===== src/hdl/wfs_pkg.sv =====
// shared types and constants for the word frequency sorter
`default_nettype none
package wfs_pkg;
  localparam int KEY_W   = 64;
  localparam int COUNT_W = 16;
  localparam int RANK_W  = 8;
  localparam logic [COUNT_W-1:0] COUNT_MAX = 16'hFFFF;

  localparam logic CMD_ADD  = 1'b0;
  localparam logic CMD_READ = 1'b1;

  localparam logic [1:0] ST_OK   = 2'd0;
  localparam logic [1:0] ST_FULL = 2'd1;
  localparam logic [1:0] ST_RANK = 2'd2;

  // broadcast from the sequencer to every cell
  typedef struct packed {
    logic               upd;    // apply an update this cycle
    logic               ins;    // insert a new word
    logic [KEY_W-1:0]   key;
    logic [COUNT_W-1:0] cnt;    // new count for the updated word
  } cell_ctl_t;

  // what one cell tells its lower neighbor
  typedef struct packed {
    logic               valid;
    logic               after;  // the moving entry ranks before this entry
    logic               match;  // this or an earlier cell holds the key
    logic [KEY_W-1:0]   word;
    logic [COUNT_W-1:0] cnt;
  } cell_link_t;

  typedef enum logic [2:0] {
    S_IDLE = 3'b001,
    S_EVAL = 3'b010,
    S_DONE = 3'b100
  } state_t;
endpackage
`default_nettype wire


===== src/hdl/wfs_cell.sv =====
// one cell of the sorted table: holds one entry and shifts with its neighbor
`default_nettype none
module wfs_cell (
  input  wire logic               clk,
  input  wire logic               rst_n,
  input  wire wfs_pkg::cell_ctl_t ctl,
  input  wire wfs_pkg::cell_link_t prev,
  output wfs_pkg::cell_link_t     link
);
  logic                       valid_r, valid_nxt;
  logic [wfs_pkg::KEY_W-1:0]  word_r, word_nxt;
  logic [wfs_pkg::COUNT_W-1:0] cnt_r, cnt_nxt;
  logic hit, outranks, after_here, match_here;

  // entry compares against the moving entry (key, cnt)
  assign hit      = valid_r && (word_r == ctl.key);
  assign outranks = !valid_r || (ctl.cnt > cnt_r) ||
                    ((ctl.cnt == cnt_r) && (ctl.key < word_r));
  // for increments only entries above the match shift; the moving entry
  // never outranks entries with count above its own, so outranks is monotone
  assign after_here = prev.after || (outranks && !hit);
  assign match_here = prev.match || hit;

  assign link = '{valid: valid_r, after: after_here, match: match_here,
                  word: word_r, cnt: cnt_r};

  // update: cells between new place and old place shift down by one
  always_comb begin
    valid_nxt = valid_r;
    word_nxt  = word_r;
    cnt_nxt   = cnt_r;
    if (ctl.upd) begin
      if (ctl.ins) begin
        if (after_here) begin
          valid_nxt = prev.after ? prev.valid : 1'b1;
          word_nxt  = prev.after ? prev.word  : ctl.key;
          cnt_nxt   = prev.after ? prev.cnt   : ctl.cnt;
        end
      end else if (after_here && !prev.match) begin
        word_nxt = prev.after ? prev.word : ctl.key;
        cnt_nxt  = prev.after ? prev.cnt  : ctl.cnt;
      end else if (hit && !prev.after) begin
        cnt_nxt = ctl.cnt;
      end
    end
  end

  always_ff @(posedge clk) begin
    if (!rst_n) begin
      valid_r <= 1'b0;
    end else begin
      valid_r <= valid_nxt;
    end
    word_r <= word_nxt;
    cnt_r  <= cnt_nxt;
  end
endmodule
`default_nettype wire


===== config.mk =====
export PLATFORM = sky130hd
export DESIGN_NAME = wfs_cell
export DESIGN_NICKNAME = d
export VERILOG_FILES = /design/src/hdl/wfs_pkg.sv /design/src/hdl/wfs_cell.sv
export SDC_FILE = /design/constraint.sdc
export NUM_CORES = 1
export LEC_CHECK = 0
export BUFFER_PORTS_ARGS = -buffer_cell sky130_fd_sc_hd__buf_2
export CAP_MARGIN = 20
export CORE_ASPECT_RATIO = 0.8
export CORE_MARGIN = 5
export CORE_UTILIZATION = 48
export DETAILED_ROUTE_END_ITERATION = 8
export GPL_TIMING_DRIVEN = 0
export PLACE_DENSITY = 0.81
export SLEW_MARGIN = 25
export SYNTH_ARGS = -nofsm -noshare
export SYNTH_HDL_FRONTEND = slang
export SYNTH_SLANG_ARGS = --single-unit

===== constraint.sdc =====
create_clock -name clk -period 5.6 [get_ports clk]
set_input_delay 1.12 -clock clk [delete_from_list [all_inputs] [get_ports clk]]
set_output_delay 1.12 -clock clk [all_outputs]
set_load 0.02 [all_outputs]

## Word-level counts from Yosys, hierarchy flattened

Index checks and enable logic that the tools add are counted.

- $lt $le $gt $ge: 2
- Eq/ne operators: 3
- Multiplexer cells: 10
- Reduce and logical (&&, ||, !) cells: 18

Operator list:

| operator | number |
|---|---|
| $mux W64 | 4 |
| $mux W16 | 5 |
| $eq A64 B64 Y1 | 1 |
| $lt A64 B64 Y1 | 1 |
| $eq A16 B16 Y1 | 1 |
| $gt A16 B16 Y1 | 1 |
| $reduce_and A3 Y1 | 3 |
| $logic_and A1 B1 Y1 | 5 |
| $logic_not A1 Y1 | 4 |
| $logic_or A1 B1 Y1 | 4 |
| $reduce_bool A3 Y1 | 1 |
| $ne A2 B1 Y1 const B | 1 |
| $reduce_bool A2 Y1 | 1 |
| $mux W1 | 1 |

- Bits in registers: 81
- Bits of input ports: 167
- Output and inout bits: 83

## Logic depth before layout (Yosys ltp)

- Depth after elaboration: 8
- Mapped depth: 9

## Worst setup path before layout

OpenSTA, ideal clock, no wires.

- Kind: input-to-reg
- Start point: input port ctl[77] in the netlist's numbering
- End point: register word_r[0] in the netlist's numbering (enable)
- Arrival time: 4212 ps
- Required time: 5171 ps
- Path slack: 958 ps
- Cell stages on the path: 8
- Path through: ha_1 > a211oi_1 > nor2_1 > a2111oi_2 > o211ai_1 > a2111oi_0 > a21o_1 > and3_1

- Cells in the longest elaborated chain, start to end: 8

RTL lines:

| element | line | text |
|---|---|---|
| start, declared | wfs_cell.sv:6 | `input wire wfs_pkg::cell_ctl_t ctl,` |
| $lt A64 B64 Y1 or $eq A64 B64 Y1 (tied branches) | wfs_cell.sv:18, wfs_cell.sv:16 |  |
| $logic_and A1 B1 Y1 (on tied branches) | wfs_cell.sv:18, wfs_cell.sv:16 |  |
| $logic_or A1 B1 Y1 or $logic_not A1 Y1 (tied branches) | wfs_cell.sv:17, wfs_cell.sv:21 |  |
| $logic_and A1 B1 Y1 (*) | wfs_cell.sv:21 | `assign after_here = prev.after \|\| (outranks && !hit);` |
| $logic_or A1 B1 Y1 (*) | wfs_cell.sv:21 |  |
| named net after_here | wfs_cell.sv:13 | `logic hit, outranks, after_here, match_here;` |
| $logic_and A1 B1 Y1 | wfs_cell.sv:39 | `end else if (after_here && !prev.match) begin` |
| $reduce_bool A2 Y1 (no line) | -- |  |
| $reduce_and A3 Y1 (no line) (*) | -- |  |
| end signal, assigned | wfs_cell.sv:54 | `word_r <= word_nxt;` |
| end, declared | wfs_cell.sv:11 | `logic [wfs_pkg::KEY_W-1:0] word_r, word_nxt;` |

Mark *: on every way through the listed nets, which the timed path passes. The rest lies on a longest branch.
A chain may end at the register's enable or synchronous reset.

## Final worst setup path

- Start point: input port ctl[15] in the netlist's numbering
- End point: output port link[81] in the netlist's numbering

- Cells in the longest elaborated chain, start to end: 5

RTL lines:

| element | line | text |
|---|---|---|
| $gt A16 B16 Y1 or $eq A16 B16 Y1 (tied branches) | wfs_cell.sv:17, wfs_cell.sv:18 |  |
| $logic_or A1 B1 Y1 or $logic_and A1 B1 Y1 (tied branches) | wfs_cell.sv:17, wfs_cell.sv:18 |  |
| $logic_or A1 B1 Y1 (*) | wfs_cell.sv:17 | `assign outranks = !valid_r \|\| (ctl.cnt > cnt_r) \|\|` |
| $logic_and A1 B1 Y1 (*) | wfs_cell.sv:21 |  |
| $logic_or A1 B1 Y1 (*) | wfs_cell.sv:21 |  |
| end, declared | wfs_cell.sv:8 | `output wfs_pkg::cell_link_t link` |

Mark *: on every way between the ends. The rest lies on a longest branch, timed or not.

==> run_results.csv <==
group,metric,value,unit
synth,synth_top_area_share,0.434,
cells_and_area,drive_above_1_share,0.472,
die,die_h,106,um
grt,use_met2,0.400,
synth,synth_mux_area_frac,0.161,
synth,syn_nets,728,
cts,post_cts_buffers,0,
synth,synth_warnings,0,
grt,grt_overflow,0,
cts,cts_max_path_buffers,2,
worst_setup_path,critPathCaptureType,"output pin",
grt,grt_pass1_vias,5111,
die,fp.dieArea,13800,sq um
worst_setup_path,crit_type,"in2out",
worst_setup_path,arrival,3.62,ns
synth,synth_seq_cells,81,
synth,synth_most_common_cell,"inv_1",
cts,h-tree-depth,3,
power,totalPowerFinal,1.73,mW
cells_and_area,syn_to_final_growth,31.4,%
timing,timing.hold.ws,0.548,ns
route,routed_wl,16.0,mm
timing,period_share,0.847,
worst_setup_path,slowest_stage,"a2111oi_0",
timing,drv_slew,0,
synth,synth_common_cells,"inv_1 (83), edfxtp_1 (80), ha_1 (80), mux2_2 (79), a21oi_1 (29)",
grt,antenna_found_initial,0,
die,chipWidth,130,um
synth,synth_top_family_by_area,"adder cells",
worst_setup_path,worst_ep_required_time,4.48,ns
timing,tightest_slew,0.904,ns
power,leakage,3.57,nW
route,drt-pass1-iter-count,5,
synth,yosys.cell_types.count,38,
synth,mappedNetlistArea,5540,sq um
cts,cts_tree,"yes",
timing,hold_viol,0,
cts,cts_hold_buf,0,
grt,grtUsageTotal,0.225,
worst_setup_path,rrSetupSlack,2.00,ns
synth,ys_seq_area_frac,0.437,
hold_path,whs_path_depth,2,
timing,finClkSkew,0.00550,ns
route,drc,0,
worst_setup_path,crit_chain,"buf_2, ha_1, and4_1, nand4_1, a2111oi_2, o211ai_1, a2111oi_0, a21o_1, buf_4, buf_2",
worst_setup_path,max_stage_delay,0.63,ns
synth,yosys.area_share.simple,0.0736,
placement,dp_hpwl,13.3,mm
route,wl_per_cell,17.8,um
job,max_cap_violations,0,
synth,ys.flop_type,"edfxtp_1",
grt,met3_usage,0.0693,
die,core,11400,sq um
synth,async_reset_ff_frac,0,
synth,synth-adder-area-share,0.181,
synth,synth.avg_cell_area,11.5,sq um
synth,synth_top_area_cell,"edfxtp_1",
cells_and_area,num_antenna_cells,0,
route,detailedRoute.firstIterationViolations,182,
timing,final-setup-viol-count,0,
worst_setup_path,crit_path_frequent_cell,"buf_2",
cts,path_clk_slew,0.06,ns
grt,grt_pass1_wl,24.4,mm
timing,slew_headroom,0.397,
route,ant_nets,0,
synth,synth_compound_area_frac,0.0817,
timing,period_minus_slack,4.74,ns
die,io_pins,250,
grt,grt_max_degree,41,
synth,synth_edf_count,80,
timing,rsz0062_at_grt,"no",
cts,clk_latency,0.33,ns
timing,fin_ws,0.858,ns
synth,synth.area.top_cells,"edfxtp_1 (43%), ha_1 (18%), mux2_2 (16%)",
worst_setup_path,rr_worst_depth,9,
cts,cts_root_buf,"clkbuf_16",
cells_and_area,nets,988,
timing,fmax,211,MHz
hold_path,hp-class,"reg2reg",
route,avgViaCountPerCell,5.32,
status,status,"completed",
worst_setup_path,path_max_fanout,3,
power,ir_drop,148,uV
placement,place.gp.congestion,0.912,
die,initial_core_util,0.485,
route,vias,4758,
cts,cts_inserted_buffers,9,
placement,io_buffers,248,
cts,cts_repair_resize_count,0,
synth,syn_inst,481,
grt,grt_busiest_layer,"met2",
synth,synthXorXnorAreaFrac,0,
cts,cts.sinks,81,
power,powerDensity,238,nW/um^2
grt,gr-usage-met1,0.255,
die,row_count,35,
placement,dp_slack,0.825,ns
worst_setup_path,startpoint_type,"primary input",
==> cells by family after synthesis <==
group	Yosys count
fa+ha+maj	80
compound gates	71
buf+inv	95
mux	79
simple gates	75
flops	81
==> per-layer routing <==
metal	up-vias	routed length, um	share of wire
li1	2291	-	-
met1	2230	6220	0.39
met2	206	7850	0.49
met3	31	1490	0.094
met4	0	388	0.024
met5	-	0	0
==> worst max-delay path, delay by kind of cell <==
family          cells  cell delay, ns
compound gates      4            1.36
buf+inv             3            0.37
simple gates        2            0.48
fa+ha+maj           1            0.29
==> through the flow <==
stage,cell area [sq um],utilization,TNS [ns],std cells
2_1_floorplan,5540,-,0,481
3_3_place_gp,6970,0.610,-19.02,877
3_5_place_dp,7000,0.612,0,878
4_1_cts,7280,0.637,0,894
5_1_grt,7280,0.637,0,894
6_report,7280,0.637,0,894
==> power breakdown <==
part / internal (mW) / leakage [nW] / total, mW / switching [mW]
Combinational: 0.181 / 2.66 / 0.408 / 0.226
Sequential: 0.722 / 0.773 / 0.743 / 0.0210
Clock: 0.343 / 0.136 / 0.580 / 0.237
Total: 1.25 / 3.57 / 1.73 / 0.484
==> registers in the layout, indices dropped and copies added (netlist names) <==
register,cells
valid_r,1
word_r,64
cnt_r,16
==> layout make-up <==
class	instances	area, sq um
timing repair buffer	249	1260
inverter	83	312
tap	148	185
sequential	81	2420
clock buffer	10	229
fill	930	4150
buffer	12	56.3
multi-input combinational	305	2760
clock inverter	6	58.8
==> final timing paths <==
check | endpoint | startpoint
setup reg to reg | word_r[28]$_DFFE_PP_ | cnt_r[0]$_DFFE_PP_
hold / removal | valid_r$_SDFFE_PN0P_ | valid_r$_SDFFE_PN0P_
hold reg to reg | valid_r$_SDFFE_PN0P_ | valid_r$_SDFFE_PN0P_
setup / recovery | link[81] | ctl[15]
==> layout by cell type (no fill, tap or decap), types with 2 or more instances in the layout <==
cell type	netlist	layout
edfxtp_1	80	80
buf_2	0	248
clkinvlp_4	0	2
nand2_1	20	20
nand4_1	16	16
nor2b_1	5	5
a2111oi_0	2	2
ha_1	80	80
mux2_2	79	79
a221o_1	3	3
nor4_1	2	2
nand3_1	6	6
o21ai_0	11	11
a21oi_1	29	29
buf_1	2	2
clkbuf_16	0	9
o211ai_1	4	4
clkinv_2	0	2
a2111oi_2	2	2
a21o_1	9	9
and4_1	4	4
buf_4	3	3
inv_1	83	83
a31oi_1	5	5
clkbuf_1	7	8
nor2_1	8	7
nor3_1	5	5
Note: power is estimated with default switching activity, not from simulation.
